### config.mk
export PLATFORM = sky130hd
export DESIGN_NAME = cosine_similarity_unit_core
export DESIGN_NICKNAME = d
export VERILOG_FILES = /design/src/rtl/core/csu_pkg.sv /design/src/rtl/core/cosine_similarity_unit_core.sv /design/src/rtl/core/csu_datapath.sv /design/src/rtl/core/csu_ctrl.sv
export VERILOG_INCLUDE_DIRS = /design/src /design/src/rtl/core
export SDC_FILE = /design/constraint.sdc
export NUM_CORES = 2
export LEC_CHECK = 0
export ABC_AREA = 1
export BUFFER_PORTS_ARGS = -buffer_cell sky130_fd_sc_hd__buf_2
export CORE_UTILIZATION = 30
export CTS_CLUSTER_DIAMETER = 80
export DETAILED_ROUTE_END_ITERATION = 10
export GPL_ROUTABILITY_DRIVEN = 0
export SLEW_MARGIN = 20
export SYNTH_ARGS = -nofsm -noshare
export SYNTH_HDL_FRONTEND = slang
export SYNTH_SLANG_ARGS = --single-unit
### constraint.sdc
create_clock -name i_clk -period 10.75 [get_ports i_clk]
set_clock_uncertainty 0.1 [all_clocks]
set_input_delay 2.15 -clock i_clk [delete_from_list [all_inputs] [get_ports i_clk]]
set_output_delay 2.15 -clock i_clk [all_outputs]
set_load 0.005 [all_outputs]
### src/rtl/core/cosine_similarity_unit_core_macros.svh
// assertion macros for the cosine similarity core
`ifndef COSINE_SIMILARITY_UNIT_CORE_MACROS_SVH
`define COSINE_SIMILARITY_UNIT_CORE_MACROS_SVH
`ifndef SYNTH
`define CSU_ASSERT_IMPL(label, clk, rst_n, a, c) \
    label: assert property (@(posedge clk) disable iff (!rst_n) (a) |-> (c)) \
        else $error("assertion failed");
`define CSU_ASSERT_NEXT(label, clk, rst_n, a, c) \
    label: assert property (@(posedge clk) disable iff (!rst_n) (a) |=> (c)) \
        else $error("assertion failed");
`else
`define CSU_ASSERT_IMPL(label, clk, rst_n, a, c)
`define CSU_ASSERT_NEXT(label, clk, rst_n, a, c)
`endif
`endif

### src/rtl/core/csu_pkg.sv
// ----------------------------------------------------------------------------
// csu_pkg
// types and constants shared by the cosine similarity core
// ----------------------------------------------------------------------------
`timescale 1ns / 1ps
package csu_pkg;
    localparam int unsigned MaxVecLenDefault = 1024;
    localparam int unsigned AccW = 48;

    typedef struct packed {
        logic signed [15:0] elem_a;
        logic signed [15:0] elem_b;
        logic               last;
    } t_in;

    typedef struct packed {
        logic signed [15:0] similarity;
        logic               zero_magnitude;
        logic               saturated;
    } t_out;

    // controller to datapath
    typedef struct packed {
        logic       load;
        logic [1:0] mul_sel;
        logic       mul_en;
        logic       acc_en;
        logic       sqrt_start;
        logic       sqrt_step;
        logic       mag_mul;
        logic       div_start;
        logic       div_step;
        logic       finish;
    } t_cmd;

    localparam logic [1:0] MulDot = 2'd0;
    localparam logic [1:0] MulA   = 2'd1;
    localparam logic [1:0] MulB   = 2'd2;
endpackage

### src/rtl/core/cosine_similarity_unit_core.sv
// ----------------------------------------------------------------------------
// cosine_similarity_unit_core
// streaming fixed-point cosine similarity of two Q1.15 vectors
// ----------------------------------------------------------------------------
// input channel: one beat per element pair, last marks the final pair
// output channel: one beat per vector, carrying similarity and flags
// each pair runs three products on one shared 16x16 multiplier
// plus load and final accumulate
// a last pair adds a root load and 24 root steps, one magnitude product,
// and a divide load plus 64 restoring steps before the result is valid
// the block takes one item at a time; input ready is low while busy
// when the receiver stalls the result holds and no input is taken
// reset clears sums, clamp flag and the sequencer
// ----------------------------------------------------------------------------
`timescale 1ns / 1ps
`include "cosine_similarity_unit_core_macros.svh"
module cosine_similarity_unit_core import csu_pkg::*; #(
    parameter int unsigned MAX_VEC_LEN = MaxVecLenDefault
) (
    input  logic i_clk,
    input  logic i_rst_n,
    input  logic i_in_valid,
    output logic o_in_ready,
    input  t_in  i_in_data,
    output logic o_out_valid,
    input  logic i_out_ready,
    output t_out o_out_data
);
    t_cmd cmd;

    csu_ctrl u_ctrl (
        .i_clk(i_clk), .i_rst_n(i_rst_n), .i_in_valid(i_in_valid),
        .i_last(i_in_data.last), .o_in_ready(o_in_ready),
        .o_out_valid(o_out_valid), .i_out_ready(i_out_ready), .o_cmd(cmd)
    );

    csu_datapath #(.MAX_VEC_LEN(MAX_VEC_LEN)) u_dp (
        .i_clk(i_clk), .i_rst_n(i_rst_n), .i_item(i_in_data),
        .i_cmd(cmd), .o_result(o_out_data)
    );

    // checks
    `CSU_ASSERT_IMPL(a_excl, i_clk, i_rst_n, o_out_valid, !o_in_ready)
    `CSU_ASSERT_NEXT(a_take, i_clk, i_rst_n, i_in_valid && o_in_ready, !o_in_ready)
    `CSU_ASSERT_IMPL(a_zero, i_clk, i_rst_n, o_out_valid && o_out_data.zero_magnitude,
        o_out_data.similarity == 16'sd0)
endmodule

### src/rtl/core/csu_datapath.sv
// ----------------------------------------------------------------------------
// csu_datapath
// shared multiplier, saturating sums, bit-serial roots and restoring divider
// ----------------------------------------------------------------------------
`timescale 1ns / 1ps
module csu_datapath import csu_pkg::*; #(
    parameter int unsigned MAX_VEC_LEN = MaxVecLenDefault
) (
    input  logic i_clk,
    input  logic i_rst_n,
    input  t_in  i_item,
    input  t_cmd i_cmd,
    output t_out o_result
);
    localparam logic [AccW:0] Bound = (AccW+1)'(MAX_VEC_LEN) << 30;

    logic signed [15:0] r_a, r_b;
    logic signed [31:0] r_prod;
    logic [1:0]         r_psel;
    logic signed [AccW-1:0] r_dot, r_sa, r_sb;
    logic r_clamp;

    // operand latch and shared multiplier
    logic signed [15:0] m_x, m_y;
    always_comb begin
        m_x = r_a; m_y = r_b;
        case (i_cmd.mul_sel)
            MulA:    m_y = r_a;
            MulB:    m_x = r_b;
            default: ;
        endcase
    end

    // saturating accumulate
    logic signed [AccW:0] s_sum, s_clip;
    logic s_over;
    always_comb begin
        case (r_psel)
            MulA:    s_sum = {r_sa[AccW-1], r_sa} + (AccW+1)'(r_prod);
            MulB:    s_sum = {r_sb[AccW-1], r_sb} + (AccW+1)'(r_prod);
            default: s_sum = {r_dot[AccW-1], r_dot} + (AccW+1)'(r_prod);
        endcase
        s_over = 1'b0;
        s_clip = s_sum;
        if (s_sum > $signed(Bound)) begin
            s_clip = $signed(Bound); s_over = 1'b1;
        end else if (s_sum < -$signed(Bound)) begin
            s_clip = -$signed(Bound); s_over = 1'b1;
        end
    end

    // root registers: one result bit per step for both sums
    // the partial remainder never exceeds twice the partial root, so 24 bits hold it
    logic [23:0]     r_rema, r_remb;
    logic [23:0]     r_roota, r_rootb;
    logic [AccW-1:0] r_sqa, r_sqb;
    logic [25:0] cand_a, cand_b, rem_a, rem_b;
    always_comb begin
        rem_a = {r_rema, r_sqa[AccW-1-:2]};
        rem_b = {r_remb, r_sqb[AccW-1-:2]};
        cand_a = {r_roota, 2'b01};
        cand_b = {r_rootb, 2'b01};
    end

    // divider
    logic [47:0] r_den;
    logic [63:0] r_num;
    logic [47:0] r_drem;
    logic [15:0] r_q;
    logic        r_qover;
    logic        r_neg;
    logic [48:0] d_sh;
    assign d_sh = {r_drem, r_num[63]};

    always_ff @(posedge i_clk) begin
        if (i_cmd.load) begin
            r_a <= i_item.elem_a; r_b <= i_item.elem_b;
        end
        if (i_cmd.mul_en) begin
            r_prod <= m_x * m_y; r_psel <= i_cmd.mul_sel;
        end
        // running sums and clamp flag
        if (!i_rst_n) begin
            r_dot <= '0; r_sa <= '0; r_sb <= '0; r_clamp <= 1'b0;
        end else if (i_cmd.finish) begin
            r_dot <= '0; r_sa <= '0; r_sb <= '0; r_clamp <= 1'b0;
        end else if (i_cmd.acc_en) begin
            case (r_psel)
                MulA:    r_sa  <= s_clip[AccW-1:0];
                MulB:    r_sb  <= s_clip[AccW-1:0];
                default: r_dot <= s_clip[AccW-1:0];
            endcase
            if (s_over) r_clamp <= 1'b1;
        end
        if (i_cmd.sqrt_start) begin
            r_sqa <= r_sa; r_sqb <= r_sb;
            r_rema <= '0; r_remb <= '0; r_roota <= '0; r_rootb <= '0;
        end else if (i_cmd.sqrt_step) begin
            r_sqa <= r_sqa << 2; r_sqb <= r_sqb << 2;
            if (rem_a >= cand_a) begin
                r_rema <= 24'(rem_a - cand_a); r_roota <= {r_roota[22:0], 1'b1};
            end else begin
                r_rema <= 24'(rem_a); r_roota <= {r_roota[22:0], 1'b0};
            end
            if (rem_b >= cand_b) begin
                r_remb <= 24'(rem_b - cand_b); r_rootb <= {r_rootb[22:0], 1'b1};
            end else begin
                r_remb <= 24'(rem_b); r_rootb <= {r_rootb[22:0], 1'b0};
            end
        end
        if (i_cmd.mag_mul) r_den <= r_roota * r_rootb;
        if (i_cmd.div_start) begin
            r_neg  <= r_dot[AccW-1];
            r_num  <= {1'b0, (r_dot[AccW-1] ? AccW'(-r_dot) : AccW'(r_dot)), 15'd0};
            r_drem <= '0; r_q <= '0; r_qover <= 1'b0;
        end else if (i_cmd.div_step) begin
            r_num <= r_num << 1;
            if (d_sh >= {1'b0, r_den}) begin
                r_drem <= 48'(d_sh - {1'b0, r_den});
                if (r_q[15]) r_qover <= 1'b1;
                r_q <= {r_q[14:0], 1'b1};
            end else begin
                r_drem <= d_sh[47:0];
                if (r_q[15]) r_qover <= 1'b1;
                r_q <= {r_q[14:0], 1'b0};
            end
        end
    end

    // result formation
    logic zero;
    logic [15:0] qs;
    logic ov;
    always_comb begin
        zero = (r_roota == '0) || (r_rootb == '0);
        ov = r_qover || r_q[15];
        qs = ov ? 16'd32767 : r_q;
        o_result.zero_magnitude = zero;
        if (zero) begin
            o_result.similarity = '0;
            o_result.saturated  = r_clamp;
        end else begin
            o_result.similarity = r_neg ? -$signed(qs) : $signed(qs);
            o_result.saturated  = r_clamp || ov;
        end
    end
endmodule

### src/rtl/core/csu_ctrl.sv
// ----------------------------------------------------------------------------
// csu_ctrl
// sequencer for accumulate, root, magnitude product and divide
// ----------------------------------------------------------------------------
`timescale 1ns / 1ps
module csu_ctrl import csu_pkg::*; (
    input  logic i_clk,
    input  logic i_rst_n,
    input  logic i_in_valid,
    input  logic i_last,
    output logic o_in_ready,
    output logic o_out_valid,
    input  logic i_out_ready,
    output t_cmd o_cmd
);
    localparam logic [2:0] S_IDLE = 3'd0, S_M1 = 3'd1, S_M2 = 3'd2, S_M3 = 3'd3,
                           S_SQ = 3'd4, S_MM = 3'd5, S_DIV = 3'd6, S_OUT = 3'd7;
    logic [2:0] r_st, n_st;
    logic [6:0] r_cnt, n_cnt;
    logic r_last, n_last;

    assign o_in_ready  = (r_st == S_IDLE);
    assign o_out_valid = (r_st == S_OUT);

    // next state and commands
    always_comb begin
        n_st = r_st; n_cnt = r_cnt; n_last = r_last;
        o_cmd = '0;
        unique case (r_st)
            S_IDLE: if (i_in_valid) begin
                o_cmd.load = 1'b1; n_last = i_last; n_st = S_M1;
            end
            S_M1: begin
                o_cmd.mul_en = 1'b1; o_cmd.mul_sel = MulDot; n_st = S_M2;
            end
            S_M2: begin
                o_cmd.mul_en = 1'b1; o_cmd.mul_sel = MulA; o_cmd.acc_en = 1'b1;
                n_st = S_M3;
            end
            S_M3: begin
                o_cmd.mul_en = 1'b1; o_cmd.mul_sel = MulB; o_cmd.acc_en = 1'b1;
                n_st = S_SQ; n_cnt = '0;
            end
            // last accumulate; for a last pair, root load once the sums are settled, then 24 steps
            S_SQ: begin
                if (r_cnt == 7'd0) begin
                    o_cmd.acc_en = 1'b1;
                    if (!r_last) n_st = S_IDLE;
                    n_cnt = 7'd1;
                end else if (r_cnt == 7'd1) begin
                    o_cmd.sqrt_start = 1'b1;
                    n_cnt = 7'd2;
                end else begin
                    o_cmd.sqrt_step = 1'b1;
                    n_cnt = r_cnt + 7'd1;
                    if (r_cnt == 7'd25) n_st = S_MM;
                end
            end
            S_MM: begin
                o_cmd.mag_mul = 1'b1; n_st = S_DIV; n_cnt = '0;
            end
            S_DIV: begin
                if (r_cnt == 7'd0) o_cmd.div_start = 1'b1;
                else o_cmd.div_step = 1'b1;
                n_cnt = r_cnt + 7'd1;
                if (r_cnt == 7'd64) n_st = S_OUT;
            end
            S_OUT: if (i_out_ready) begin
                o_cmd.finish = 1'b1; n_st = S_IDLE;
            end
            default: n_st = S_IDLE;
        endcase
    end

    always_ff @(posedge i_clk) begin
        if (!i_rst_n) begin
            r_st <= S_IDLE; r_cnt <= '0; r_last <= 1'b0;
        end else begin
            r_st <= n_st; r_cnt <= n_cnt; r_last <= n_last;
        end
    end
endmodule
# After elaboration in Yosys (flattened, before gate mapping)
# Cells that the tools add are included.
# totals
regBits,577
latchBits,0
ram_bits,0
mem_bits_ro,0
input_bits,37
elab_cells,132
mem_count,0
# classes
n_addsub,9
n_mul,2
n_div,0
n_lt_le_gt_ge,5
eq_ne,20
shift,0
muxes,49
n_bitwise,2
reduce_logical,21
# ops
cell,n
$mux 48,8
$add 48x32->49,3
$mux 63,2
$pmux 49 s2,1
$mux 16,5
$ge 26x26->1,2
$ge 49x48->1,1
$gt 49x42->1 const B,1
$lt 49x41->1 const B,1
$logic_not 24->1,2
$mul 24x24->48,1
$mux 24,2
$neg 48->48,1
$sub 24x24->24,2
$sub 48x48->48,1
$mul 16x16->32,1
$pmux 3 s8,1
$mux 3,7
$pmux 7 s3,1
$neg 16->16,1
$mux 1,15
$mux 7,2
$eq 3x3->1 const B,4
$reduce_and 2->1,6
23 further kinds,37

# Depth between registers and ports, before layout
# depth
depth_word,6
depth_mapped,35

# Cells and area by module
# Synthesis repeated with hierarchy kept, for this count alone.
# unflattened
hier_cells,8355
area_unflattened_um2,64371.7
# by_module_without_submodules
mod,n_inst,cells_per_inst,area_each_um2,seq_area_each_um2
csu_datapath,1,8206,63463.4,13923.4
csu_ctrl,1,149,908.4,220.2

# Worst setup path after synthesis
# OpenSTA, ideal clock, no wires.
# synth_path
path_type,reg2reg
startpoint,register u_ctrl.r_st[0]
endpoint,"register u_dp.r_prod[29], data pin"
setup_time_ns,0.262
t_arrival_ns,6.680
setup_slack_ns,3.708
path_stages_with_launch,32
n_path_buf,1
path_cell_list,dfxtp_1 inv_1 ha_1 inv_1 nor2_1 nand2_1 clkbuf_1 nand2_1 o21ai_1 clkinv_1 nor2_1 inv_1 fa_1 inv_1 fa_1 inv_1 fa_1 inv_1 fa_1 fa_1 inv_1 fa_1 inv_1 ha_1 a21oi_1 o21ai_0 a21o_1 a21oi_1 inv_1 a21oi_1 o21bai_1 xor2_1
# synth_rtl
element,line_no,source
from (decl),csu_ctrl.sv:18,"logic [2:0] r_st, n_st;"
from (signal assigned),csu_ctrl.sv:79,r_st <= n_st; r_cnt <= n_cnt; r_last <= n_last;
to (signal assigned),csu_datapath.sv:80,r_prod <= m_x * m_y; r_psel <= i_cmd.mul_sel;
to (decl),csu_datapath.sv:18,logic signed [31:0] r_prod;

==> flow_metrics.env <==
export IMPL_status="finished, violations left"
export IMPL_violations="DRC"
export IMPL_post_synth_top_count_cell="inv_1"
export IMPL_core_area_mm2=0.212
export IMPL_yosys_area_share_simple=0.179
export IMPL_synthTopCellsByArea="fa_1, edfxtp_1, inv_1"
export IMPL_hp_start="u_dp.r_num[62]"
export IMPL_yosys_area_share_xor_xnor=0.0280
export IMPL_fin_tns_setup_ps=0
export IMPL_cp_start_kind="flip-flop"
export IMPL_grt_pass1_wl_mm=287
export IMPL_synth_top_area_share=0.233
export IMPL_r2r_end="u_dp.r_prod[29]"
export IMPL_worst_slew_pin_slew_ps=1140
export IMPL_synth_top_family_by_area="adder cells"
export IMPL_cpMostUsedCell="inv_1"
export IMPL_synth_seq_cells=577
export IMPL_cts_root_buf="clkbuf_16"
export IMPL_clock_latency_ps=690
export IMPL_synth_compound_area_frac=0.123
export IMPL_die_area_mm2=0.215
export IMPL_path_class="reg -> reg"
export IMPL_ctsLongestPathBuffers=3
export IMPL_grt_overflow_total=0
export IMPL_wl_mm=178
export IMPL_postSynthAreaPerCell_um2=7.75
export IMPL_place_hpwl_mm=140
export IMPL_cts_clk_slew_worst_paths_ps=60
export IMPL_setup_violations=0
export IMPL_wl_per_cell_um=16.1
export IMPL_slew_headroom=0.229
export IMPL_slowest_stage="fa_1"
export IMPL_ios=57
export IMPL_final_area_mm2=0.0698
export IMPL_h_tree_depth=3
export IMPL_synth_nets=9457
export IMPL_dpl_cell_area_mm2=0.0674
export IMPL_hold_viol_final=0
export IMPL_r2r_start="u_ctrl.r_st[0]"
export IMPL_required_ps=11090
export IMPL_final_layout_size_suffix_gt1_frac=0.0587
export IMPL_rows=169
export IMPL_max_freq_mhz=124
export IMPL_io_buffers=56
export IMPL_cp_arrival_ps=8390
export IMPL_grt_max_degree=104
export IMPL_first_pass_iters=9
export IMPL_synth_flop_cell="dfxtp_1"
export IMPL_layout_setup_ws_ps=2700
export IMPL_maxCapViolCount=0
export IMPL_async_reset_ff_frac=0
export IMPL_post_cts_resized=0
export IMPL_holdPathStages=2
export IMPL_yosys_top_cells_count="inv_1, nand2_1, fa_1, o21ai_0, nor2_1"
export IMPL_die_w_um=464
export IMPL_ant_nets=0
export IMPL_synth_edff_count=259
export IMPL_fp_dieH_um=464
export IMPL_clock_sinks=577
export IMPL_grt_antenna_before_repair=1
export IMPL_min_period_ps=8050
export IMPL_synth_seq_area_share=0.221
export IMPL_cts_buffers=72
export IMPL_initial_utilization=0.302
export IMPL_dpl_worst_slack_ps=2750
export IMPL_synth_adder_area_share=0.314
export IMPL_holdCritPathClass="reg -> reg"
export IMPL_drtIter0Drc=4020
export IMPL_syn_to_final_growth_pct=9.01
export IMPL_worst_r2r_cell_count=31
export IMPL_num_vias=52813
export IMPL_cts_hold_buffers=0
export IMPL_synth_warnings=0
export IMPL_avgViaCountPerCell=4.78
export IMPL_crit_path_end_kind="flip-flop"
export IMPL_postCtsSetupRepairBufs=0
export IMPL_grt_pass1_vias=54248
export IMPL_rrSetupSlack_ps=2700
export IMPL_ys_types=58
export IMPL_synth_top_cell_by_area="fa_1"
export IMPL_fin_nets=9366
export IMPL_finalCritPeriodShare=0.749
export IMPL_grt_use_total=0.165
export IMPL_syn_area_mm2=0.0640
export IMPL_path_max_fanout=32
export IMPL_max_stage_delay_ps=530
export IMPL_synthMuxAreaShare=0
export IMPL_whs_endpoint="u_dp.r_num[63]"
export IMPL_slew_violations=0
export IMPL_drc=9
export IMPL_cts_tree="yes"
export IMPL_rsz0062_at_grt="no"
export IMPL_syn_inst=8259
==> worst max-delay path, delay by kind of cell, from the launching register on <==
| family | cells | cell delay (ps) |
|---|---|---|
| xor gates and xnor gates | 1 | 140 |
| AOI/OAI and AO/OA | 7 | 1520 |
| DFF | 1 | 390 |
| adders and majority gates | 8 | 3550 |
| and+or+nand+nor | 4 | 650 |
| buffers and inverters | 11 | 1430 |
==> kinds of logic (layout without fill, tap and decap cells) <==
group | Yosys count | count (layout)
fa+ha+maj | 1161 | 1161
other cells | 0 | 1
buf+inv | 2273 | 2241
compound gates | 1317 | 1317
simple gates | 2726 | 2726
xor+xnor | 205 | 205
flops | 577 | 577
==> state kept, by name (all words and copies together) (netlist names), 24 cells and up <==
name and flops:
u_dp.r_sb 48, u_dp.r_roota 24, u_dp.r_sqa 48, u_dp.r_remb 24, u_dp.r_num 49, u_dp.r_rootb 24
u_dp.r_drem 48, u_dp.r_den 48, u_dp.r_dot 48, u_dp.r_prod 32, u_dp.r_sa 48, u_dp.r_sqb 48
u_dp.r_rema 24
==> worst max-delay path by stage <==
| stage | end | cells past startpoint | startpoint | slack, ps |
|---|---|---|---|---|
| floorplan | u_dp.r_prod[29] | 31 | u_ctrl.r_st[0] | 3710 |
| global placement | u_dp.r_prod[29] | 31 | u_ctrl.r_st[0] | 2780 |
| detailed placement | u_dp.r_prod[29] | 31 | u_ctrl.r_st[0] | 2750 |
| CTS | u_dp.r_prod[29] | 31 | u_ctrl.r_st[0] | 2770 |
| global route | u_dp.r_prod[29] | 31 | u_ctrl.r_st[0] | 2200 |
| finish | u_dp.r_prod[29] | 31 | u_ctrl.r_st[0] | 2700 |
==> cell type report <==
type / instances / area, um2
well taps: 2821 / 3530
flip-flops and latches: 577 / 14100
repair buffers: 156 / 1030
clock buffers: 96 / 1980
inverters: 1952 / 7330
fillers: 22269 / 142000
multi-input cells: 5409 / 41300
diodes: 1 / 2.50
clock inverters: 37 / 462
==> through the flow <==
step                      hold WS, ps   util  cells
after detailed placement          346  0.318  10915
after CTS                         362  0.329  11048
after floorplan                   322      -   8259
final                             353  0.329  11049
after global placement            341  0.318  10915
after global routing              369  0.329  11049
==> layer usage <==
layer	global-route usage	vias up	routed length (um)
met4	0.0616	0	6560
li1	-	25278	-
met3	0.0228	356	11100
met5	0	-	0
met2	0.280	1656	83300
met1	0.211	25523	76900
==> layout by cell type (no fill, tap or decap), types with 11 or more instances in the layout <==
master and n:
inv_2 14, o22ai_1 63, a31oi_1 46, nor3_1 51, nand4_1 46, nand2_1 1843
clkinv_1 18, o21ai_1 32, clkbuf_16 74, o21bai_1 28, o211ai_1 44, a21oi_2 117
xor2_1 117, nand3_4 17, edfxtp_1 259, buf_2 56, nor4_1 25, nand3b_1 25
nor2_1 498, ha_1 415, a21oi_1 314, clkbuf_1 17, buf_4 100, a21o_1 24
inv_1 1924, nand3b_4 22, nand3_1 141, xnor2_1 88, fa_1 746, dfxtp_1 318
or2_2 11, o221ai_1 54, clkinv_2 12, o21a_1 23, nor2_2 12, o21ai_0 517
Power is left out: the tool's default activity adds up to more than one toggle a clock period on the data nets, which glitch-free logic cannot reach.
